<file path="src/rsc_pkg.sv">
`timescale 1ns / 1ps

package rsc_pkg;

    // Fixed field widths of the command and result transactions
    localparam int CMD_W    = 3;
    localparam int DATA_W   = 32;
    localparam int STATUS_W = 3;
    localparam int DEPTH_W  = 7;

    // Command codes; code seven is unused and acts as a no-op
    typedef enum logic [CMD_W-1:0] {
        CMD_PUSH = 3'd0,
        CMD_ADD  = 3'd1,
        CMD_SUB  = 3'd2,
        CMD_MUL  = 3'd3,
        CMD_DIV  = 3'd4,
        CMD_POP  = 3'd5,
        CMD_DUP  = 3'd6
    } cmd_t;

    // Result status codes
    typedef enum logic [STATUS_W-1:0] {
        ST_OK      = 3'd0,
        ST_FEW     = 3'd1,
        ST_DIVZERO = 3'd2,
        ST_EMPTY   = 3'd3,
        ST_FULL    = 3'd4
    } status_t;

    // Sequencer states of the top level
    typedef enum logic [2:0] {
        S_IDLE,
        S_EXEC,
        S_READ,
        S_DIV,
        S_FIN
    } state_t;

endpackage

</file>
<file path="src/rsc_div.sv">
`timescale 1ns / 1ps

module rsc_div
    import rsc_pkg::*;
(
    input  logic              clk,
    input  logic              rst_n,
    input  logic              start,
    input  logic [DATA_W-1:0] dividend,
    input  logic [DATA_W-1:0] divisor,
    output logic              done,
    output logic [DATA_W-1:0] quotient
);

    localparam int STEP_W = $clog2(DATA_W);
    localparam logic [STEP_W-1:0] LAST_STEP = STEP_W'(DATA_W - 1);

    logic              busy_reg;
    logic              done_reg;
    logic [STEP_W-1:0] step_reg;
    logic [DATA_W-1:0] rem_reg;
    logic [DATA_W-1:0] quo_reg;
    logic [DATA_W-1:0] dmag_reg;
    logic              neg_reg;

    logic [DATA_W-1:0] shifted;
    logic [DATA_W:0]   diff;

    // Shift in the next dividend bit and try one subtraction
    always_comb
    begin
        shifted = {rem_reg[DATA_W-2:0], quo_reg[DATA_W-1]};
        diff    = {1'b0, shifted} - {1'b0, dmag_reg};
    end

    // Control: one quotient bit per cycle after start
    always_ff @(posedge clk or negedge rst_n)
    begin
        if (!rst_n)
        begin
            busy_reg <= 1'b0;
            done_reg <= 1'b0;
            step_reg <= '0;
        end
        else
        begin
            done_reg <= 1'b0;
            if (start)
            begin
                busy_reg <= 1'b1;
                step_reg <= '0;
            end
            else if (busy_reg)
            begin
                step_reg <= step_reg + STEP_W'(1);
                if (step_reg == LAST_STEP)
                begin
                    busy_reg <= 1'b0;
                    done_reg <= 1'b1;
                end
            end
        end
    end

    // Datapath: load magnitudes, then restoring steps
    always_ff @(posedge clk)
    begin
        if (start)
        begin
            quo_reg  <= dividend[DATA_W-1] ? (DATA_W'(0) - dividend) : dividend;
            dmag_reg <= divisor[DATA_W-1] ? (DATA_W'(0) - divisor) : divisor;
            rem_reg  <= '0;
            neg_reg  <= dividend[DATA_W-1] ^ divisor[DATA_W-1];
        end
        else if (busy_reg)
        begin
            rem_reg <= diff[DATA_W] ? shifted : diff[DATA_W-1:0];
            quo_reg <= {quo_reg[DATA_W-2:0], ~diff[DATA_W]};
        end
    end

    // Apply the sign so the quotient truncates toward zero
    assign quotient = neg_reg ? (DATA_W'(0) - quo_reg) : quo_reg;
    assign done     = done_reg;

endmodule

</file>
<file path="src/rpn_stack_calculator_top.sv">
`timescale 1ns / 1ps

// Channel   Direction  Handshake           Payload
// command   in         in_valid/in_stall   cmd, operand
// result    out        out_valid/out_stall status, out_value, depth
//
// One command at a time; the next is taken once the current one has retired.
// Push, dup, no-op and refused commands retire from execute; pop from execute
// or read; add, sub and mul pass read and finish; divide also waits on the
// one-bit-a-cycle divider. Reset empties the stack and drops any pending result.
// A stalled result holds in the output register; the block keeps working
// on the next command and waits at its retire step until the register frees.

module rpn_stack_calculator_top
    import rsc_pkg::*;
#(
    parameter int STACK_DEPTH = 64
)
(
    input  logic                clk,
    input  logic                rst_n,
    input  logic                in_valid,
    output logic                in_stall,
    input  logic [CMD_W-1:0]    cmd,
    input  logic signed [DATA_W-1:0] operand,
    output logic                out_valid,
    input  logic                out_stall,
    output logic [STATUS_W-1:0] status,
    output logic signed [DATA_W-1:0] out_value,
    output logic [DEPTH_W-1:0]  depth
);

    localparam int CW = $clog2(STACK_DEPTH + 1);
    localparam int AW = $clog2(STACK_DEPTH);
    localparam logic [CW-1:0] COUNT_FULL = CW'(STACK_DEPTH);

    // Entries below the top live in memory; the top lives in top_reg
    logic [DATA_W-1:0] stack_mem [STACK_DEPTH];

    state_t            state_reg, state_next;
    cmd_t              cmd_reg;
    logic [DATA_W-1:0] operand_reg;
    logic [CW-1:0]     count_reg, count_next;
    logic [DATA_W-1:0] top_reg, top_next;
    logic [DATA_W-1:0] res_reg, res_next;
    logic [DATA_W-1:0] rd_data_reg;

    logic                out_valid_reg;
    logic [STATUS_W-1:0] status_reg;
    logic [DATA_W-1:0]   value_reg;
    logic [DEPTH_W-1:0]  depth_reg;

    logic              out_free;
    logic              cnt_zero, cnt_one, cnt_lt2, cnt_full, top_zero;
    logic              exec_read;
    logic [AW-1:0]     idx_top, idx_below;

    logic              retire;
    status_t           ret_status;
    logic [DATA_W-1:0] ret_value;
    logic              mem_we, mem_re;
    logic              div_start;
    logic              div_done;
    logic [DATA_W-1:0] div_quotient;

    // Decode stack occupancy and the read need of the current command
    always_comb
    begin
        out_free  = !out_valid_reg || !out_stall;
        cnt_zero  = (count_reg == '0);
        cnt_one   = (count_reg == CW'(1));
        cnt_lt2   = cnt_zero || cnt_one;
        cnt_full  = (count_reg == COUNT_FULL);
        top_zero  = (top_reg == '0);
        idx_top   = AW'(count_reg - CW'(1));
        idx_below = AW'(count_reg - CW'(2));
        exec_read = 1'b0;
        unique case (cmd_reg)
            CMD_ADD, CMD_SUB, CMD_MUL:
                exec_read = !cnt_lt2;
            CMD_DIV:
                exec_read = !cnt_lt2 && !top_zero;
            CMD_POP:
                exec_read = !cnt_lt2;
            default:
                exec_read = 1'b0;
        endcase
    end

    // Next state
    always_comb
    begin
        state_next = state_reg;
        unique case (state_reg)
            S_IDLE:
                if (in_valid)
                    state_next = S_EXEC;
            S_EXEC:
                if (exec_read)
                    state_next = S_READ;
                else if (out_free)
                    state_next = S_IDLE;
            S_READ:
                unique case (cmd_reg)
                    CMD_POP:
                        if (out_free)
                            state_next = S_IDLE;
                    CMD_DIV:
                        state_next = S_DIV;
                    CMD_ADD, CMD_SUB, CMD_MUL:
                        state_next = S_FIN;
                    default:
                        state_next = S_IDLE;
                endcase
            S_DIV:
                if (div_done)
                    state_next = S_FIN;
            S_FIN:
                if (out_free)
                    state_next = S_IDLE;
            default:
                state_next = S_IDLE;
        endcase
    end

    // Outputs of the sequencer: retire, stack update, memory access
    always_comb
    begin
        retire     = 1'b0;
        ret_status = ST_OK;
        ret_value  = '0;
        count_next = count_reg;
        top_next   = top_reg;
        res_next   = res_reg;
        mem_we     = 1'b0;
        mem_re     = 1'b0;
        div_start  = 1'b0;
        unique case (state_reg)
            S_EXEC:
                unique case (cmd_reg)
                    CMD_PUSH:
                        if (cnt_full)
                        begin
                            ret_status = ST_FULL;
                            retire     = out_free;
                        end
                        else
                        begin
                            retire = out_free;
                            if (out_free)
                            begin
                                mem_we     = !cnt_zero;
                                top_next   = operand_reg;
                                count_next = count_reg + CW'(1);
                            end
                        end
                    CMD_ADD, CMD_SUB, CMD_MUL, CMD_DIV:
                        if (cnt_lt2)
                        begin
                            ret_status = ST_FEW;
                            retire     = out_free;
                        end
                        else if (cmd_reg == CMD_DIV && top_zero)
                        begin
                            ret_status = ST_DIVZERO;
                            retire     = out_free;
                        end
                        else
                        begin
                            mem_re = 1'b1;
                        end
                    CMD_POP:
                        if (cnt_zero)
                        begin
                            ret_status = ST_EMPTY;
                            retire     = out_free;
                        end
                        else if (cnt_one)
                        begin
                            retire = out_free;
                            if (out_free)
                            begin
                                ret_value  = top_reg;
                                count_next = count_reg - CW'(1);
                            end
                        end
                        else
                        begin
                            mem_re = 1'b1;
                        end
                    CMD_DUP:
                        if (cnt_zero)
                        begin
                            ret_status = ST_EMPTY;
                            retire     = out_free;
                        end
                        else if (cnt_full)
                        begin
                            ret_status = ST_FULL;
                            retire     = out_free;
                        end
                        else
                        begin
                            retire = out_free;
                            if (out_free)
                            begin
                                mem_we     = 1'b1;
                                count_next = count_reg + CW'(1);
                            end
                        end
                    default:
                        retire = out_free;
                endcase
            S_READ:
                unique case (cmd_reg)
                    CMD_POP:
                        if (out_free)
                        begin
                            retire     = 1'b1;
                            ret_value  = top_reg;
                            top_next   = rd_data_reg;
                            count_next = count_reg - CW'(1);
                        end
                    CMD_ADD:
                        res_next = rd_data_reg + top_reg;
                    CMD_SUB:
                        res_next = rd_data_reg - top_reg;
                    CMD_MUL:
                        res_next = rd_data_reg * top_reg;
                    CMD_DIV:
                        div_start = 1'b1;
                    default:
                        res_next = res_reg;
                endcase
            S_DIV:
                if (div_done)
                    res_next = div_quotient;
            S_FIN:
                if (out_free)
                begin
                    retire     = 1'b1;
                    top_next   = res_reg;
                    count_next = count_reg - CW'(1);
                end
            default:
                retire = 1'b0;
        endcase
    end

    // Divide a by b over one bit a cycle
    rsc_div u_div (
        .clk      (clk),
        .rst_n    (rst_n),
        .start    (div_start),
        .dividend (rd_data_reg),
        .divisor  (top_reg),
        .done     (div_done),
        .quotient (div_quotient)
    );

    // Stack memory: one write port, one registered read port
    always_ff @(posedge clk)
    begin
        if (mem_we)
            stack_mem[idx_top] <= top_reg;
        if (mem_re)
            rd_data_reg <= stack_mem[idx_below];
    end

    // Control registers
    always_ff @(posedge clk or negedge rst_n)
    begin
        if (!rst_n)
        begin
            state_reg     <= S_IDLE;
            count_reg     <= '0;
            out_valid_reg <= 1'b0;
        end
        else
        begin
            state_reg <= state_next;
            count_reg <= count_next;
            if (retire)
                out_valid_reg <= 1'b1;
            else if (!out_stall)
                out_valid_reg <= 1'b0;
        end
    end

    // Payload registers: capture the command, hold top and result
    always_ff @(posedge clk)
    begin
        if (state_reg == S_IDLE && in_valid)
        begin
            cmd_reg     <= cmd_t'(cmd);
            operand_reg <= operand;
        end
        top_reg <= top_next;
        res_reg <= res_next;
        if (retire)
        begin
            status_reg <= ret_status;
            value_reg  <= ret_value;
            depth_reg  <= DEPTH_W'(count_next);
        end
    end

    assign in_stall  = (state_reg != S_IDLE);
    assign out_valid = out_valid_reg;
    assign status    = status_reg;
    assign out_value = value_reg;
    assign depth     = depth_reg;

endmodule
</file>
<file path="config.mk">
export PLATFORM = sky130hd
export DESIGN_NAME = rpn_stack_calculator_top
export DESIGN_NICKNAME = d
export VERILOG_FILES = /design/src/rsc_pkg.sv /design/src/rsc_div.sv /design/src/rpn_stack_calculator_top.sv
export SDC_FILE = /design/constraint.sdc
export NUM_CORES = 2
export LEC_CHECK = 0
export ABC_AREA = 0
export BUFFER_PORTS_ARGS = -buffer_cell sky130_fd_sc_hd__buf_2
export CAP_MARGIN = 10
export CORE_AREA = 2 2 484 486
export CTS_CLUSTER_DIAMETER = 30
export DETAILED_ROUTE_END_ITERATION = 10
export DIE_AREA = 0 0 486 488
export HOLD_SLACK_MARGIN = 0.02
export PLACE_DENSITY_LB_ADDON = 0.05
export REMOVE_ABC_BUFFERS = 1
export SYNTH_ARGS = -nofsm -noshare
export SYNTH_HDL_FRONTEND = slang
export SYNTH_SLANG_ARGS = --single-unit
</file>
<file path="constraint.sdc">
create_clock -name clk -period 14.99 [get_ports clk]
set_input_delay 0.7495 -clock clk [delete_from_list [all_inputs] [get_ports clk]]
set_output_delay 0.7495 -clock clk [all_outputs]
set_load 0.05 [all_outputs]
</file>
==> flow_summary.yaml <==
route:
  wl_per_cell_um: 31.4
  routed_wl_mm: 326
  drt-initial-drc-count: 6214
  dr_total_vias: 61985
  ant_nets: 0
  drc: 0
  drt-vias-per-instance: 5.97
  dr.pass1.iters: 6
synth:
  synth_edf_count: 2286
  synth_cells: 6494
  synth-seq-cells: 2335
  synth.distinct_cells: 83
  synth-async-reset-ratio: 0.00771
  netlist_area_mm2: 0.111
  yosysSeqAreaShare: 0.630
  ys.flop_type: "edfxtp_1"
  synth_top_cells_by_count: "edfxtp_1, mux4_2, nand2_1"
  postSynthAreaPerCell_um2: 17.0
  yosysMostFrequentCell: "edfxtp_1"
  ys_top_cells_by_area: "edfxtp_1, mux4_2, fa_1"
  yosys_warnings: 0
  synth_top_area_frac: 0.621
  yosys.area.top_type: "edfxtp_1"
clocking:
  cts_resized: 0
  cts_tree: "done"
  clk_pin_slew_ps: 50
  clock-sinks: 2335
  numCtsBuffers: 473
  clock_latency_ps: 1000
  clockBufferDepth: 4
  clock-root-buffer: "clkbuf_16"
  htree_levels: 5
outcome:
  status: "complete, no violations"
floorplan:
  die_h_um: 488
  die_w_um: 486
  die-area_mm2: 0.237
  rows: 177
  ios: 83
  core_mm2: 0.232
  initial_core_util: 0.477
timing:
  fmax_mhz: 117
  fin_crit_sh: 0.571
  slew_viol_final: 0
  fin_tns_setup_ps: 0
  worst_slew_pin_slew_ps: 1380
  finalSetupViolCount: 0
  slew_headroom: 0.0801
  fin_crit_ps: 8560
  finalHoldViolCount: 0
  rsz0062_at_grt: "false"
  fin_skew_ps: 104
finish:
  fin_cells: 10375
  largest_reg_flops: 2048
  top_register: "stack_mem"
  area_delta_synth_final_pct: 19.1
  drive_gt1_frac: 0.248
  final_nets: 7588
setup_path:
  critPathKind: "flip-flop to flip-flop"
  cp-start-kind: "flip-flop"
  cp_max_fo: 76
  worstPathArrival_ps: 9200
  rrSetupSlack_ps: 6430
  critPathCaptureType: "flip-flop"
  cp.required_ps: 15630
grt:
  antenna_found_initial: 19
  grt_pass1_wl_mm: 466
  grt_pass1_vias: 64417
  grt_max_degree: 99
  grt_util_all_layers: 0.277
  grt_overflow: 0
place:
  port_buffers: 82
  place_congestion: 0.878
  hpwl_mm: 190
  placed_cells: 9472
flow_run:
  maxCapViolCount: 0
worst_hold_path:
  hold_class: "input pin to flip-flop"
kinds of logic (layout without fill, tap and decap cells):
group	count (synthesis)	count (layout)	share of synthesized area
AO/OA/AOI/OAI	590	590	0.0334
adder cells (fa/ha/maj)	609	609	0.0967
multiplexers	690	690	0.138
XOR/XNOR	263	263	0.0208
other	0	9	0
flip-flops	2335	2335	0.630
AND/OR/NAND/NOR	1206	1206	0.0537
buffers and inverters	801	1630	0.0273
worst paths after layout:
kind                       depth (start not counted)                          start                       endpoint
max                                               21          top_reg[16]$_DFFE_PP_          res_reg[31]$_DFFE_PP_
min                                                3                       in_valid       state_reg[0]$_DFFE_PN0P_
max reg2reg                                       21          top_reg[16]$_DFFE_PP_          res_reg[31]$_DFFE_PP_
min reg2reg                                        2  u_div.rem_reg[1]$_SDFFE_PP0P_  u_div.rem_reg[1]$_SDFFE_PP0P_
max in group asynchronous                          2                          rst_n         count_reg[0]$_DFF_PN0_
min in group asynchronous                          2                          rst_n           u_div.done$_DFF_PN0_
layer usage:
layer  GRT usage  part of all wire  up-vias
li1            -                 -    25709
met1       0.383              0.42    33338
met4      0.0854             0.030        4
met2       0.456              0.49     2399
met3      0.0427             0.064      535
met5           0          0.000098        -
critical path: stages (launching register included):
cell	delay, ps
edfxtp_1	820
buf_4	730
and2_1	250
fa_1	440
fa_1	530
inv_1	50
fa_1	460
fa_1	500
fa_1	560
inv_1	60
fa_1	460
fa_1	510
fa_1	430
ha_1	360
a21oi_1	150
o21ai_0	140
o41a_1	460
a41o_1	290
o41ai_1	420
xnor2_1	180
nor2_1	60
a311o_1	320
metrics by stage:
step                      hold WS, ps  utilization  instance area (um^2)  worst slack (ps)
after floorplan                   440            -                109000            -10090
after global placement            476        0.499                116000              6490
after detailed placement          478        0.499                116000              6430
after CTS                         169        0.568                132000              6390
after global routing              194        0.568                132000              6100
final                             215        0.568                132000              6430
layout make-up:
class,instances,area [um^2]
well taps,3043,3810
flip-flops and latches,2335,69700
fillers,17723,100000
clock inverters,331,3550
diodes,9,22.5
inverters,444,1670
clock buffers,526,12100
multi-input cells,3358,38500
repair buffers,329,2410
timing repair:
item                                    4_1_cts  5_1_grt
endpoints found under the setup margin        0        0
hold endpoints to repair                     53        0
hold buffers                                 36        0
buffers inserted                              0        0
placed cells by master (no fill, tap or decap), drive strengths merged, types with 36 or more instances in the layout:
master       netlist  routed
edfxtp          2286    2286
mux4             667     667
clkbuf           295     526
inv              444     467
nand2            445     445
fa               410     410
and2             350     350
buf               62     293
nor2             210     210
ha               198     198
clkinv             0     184
a21oi            176     176
o21ai            157     157
xnor2            146     146
xor2             117     117
bufinv             0      63
clkinvlp           0      61
dlygate4sd3        0      36
Power is not shown: default switching activity piles up to over one toggle a cycle in this logic, so the estimate is an artifact.
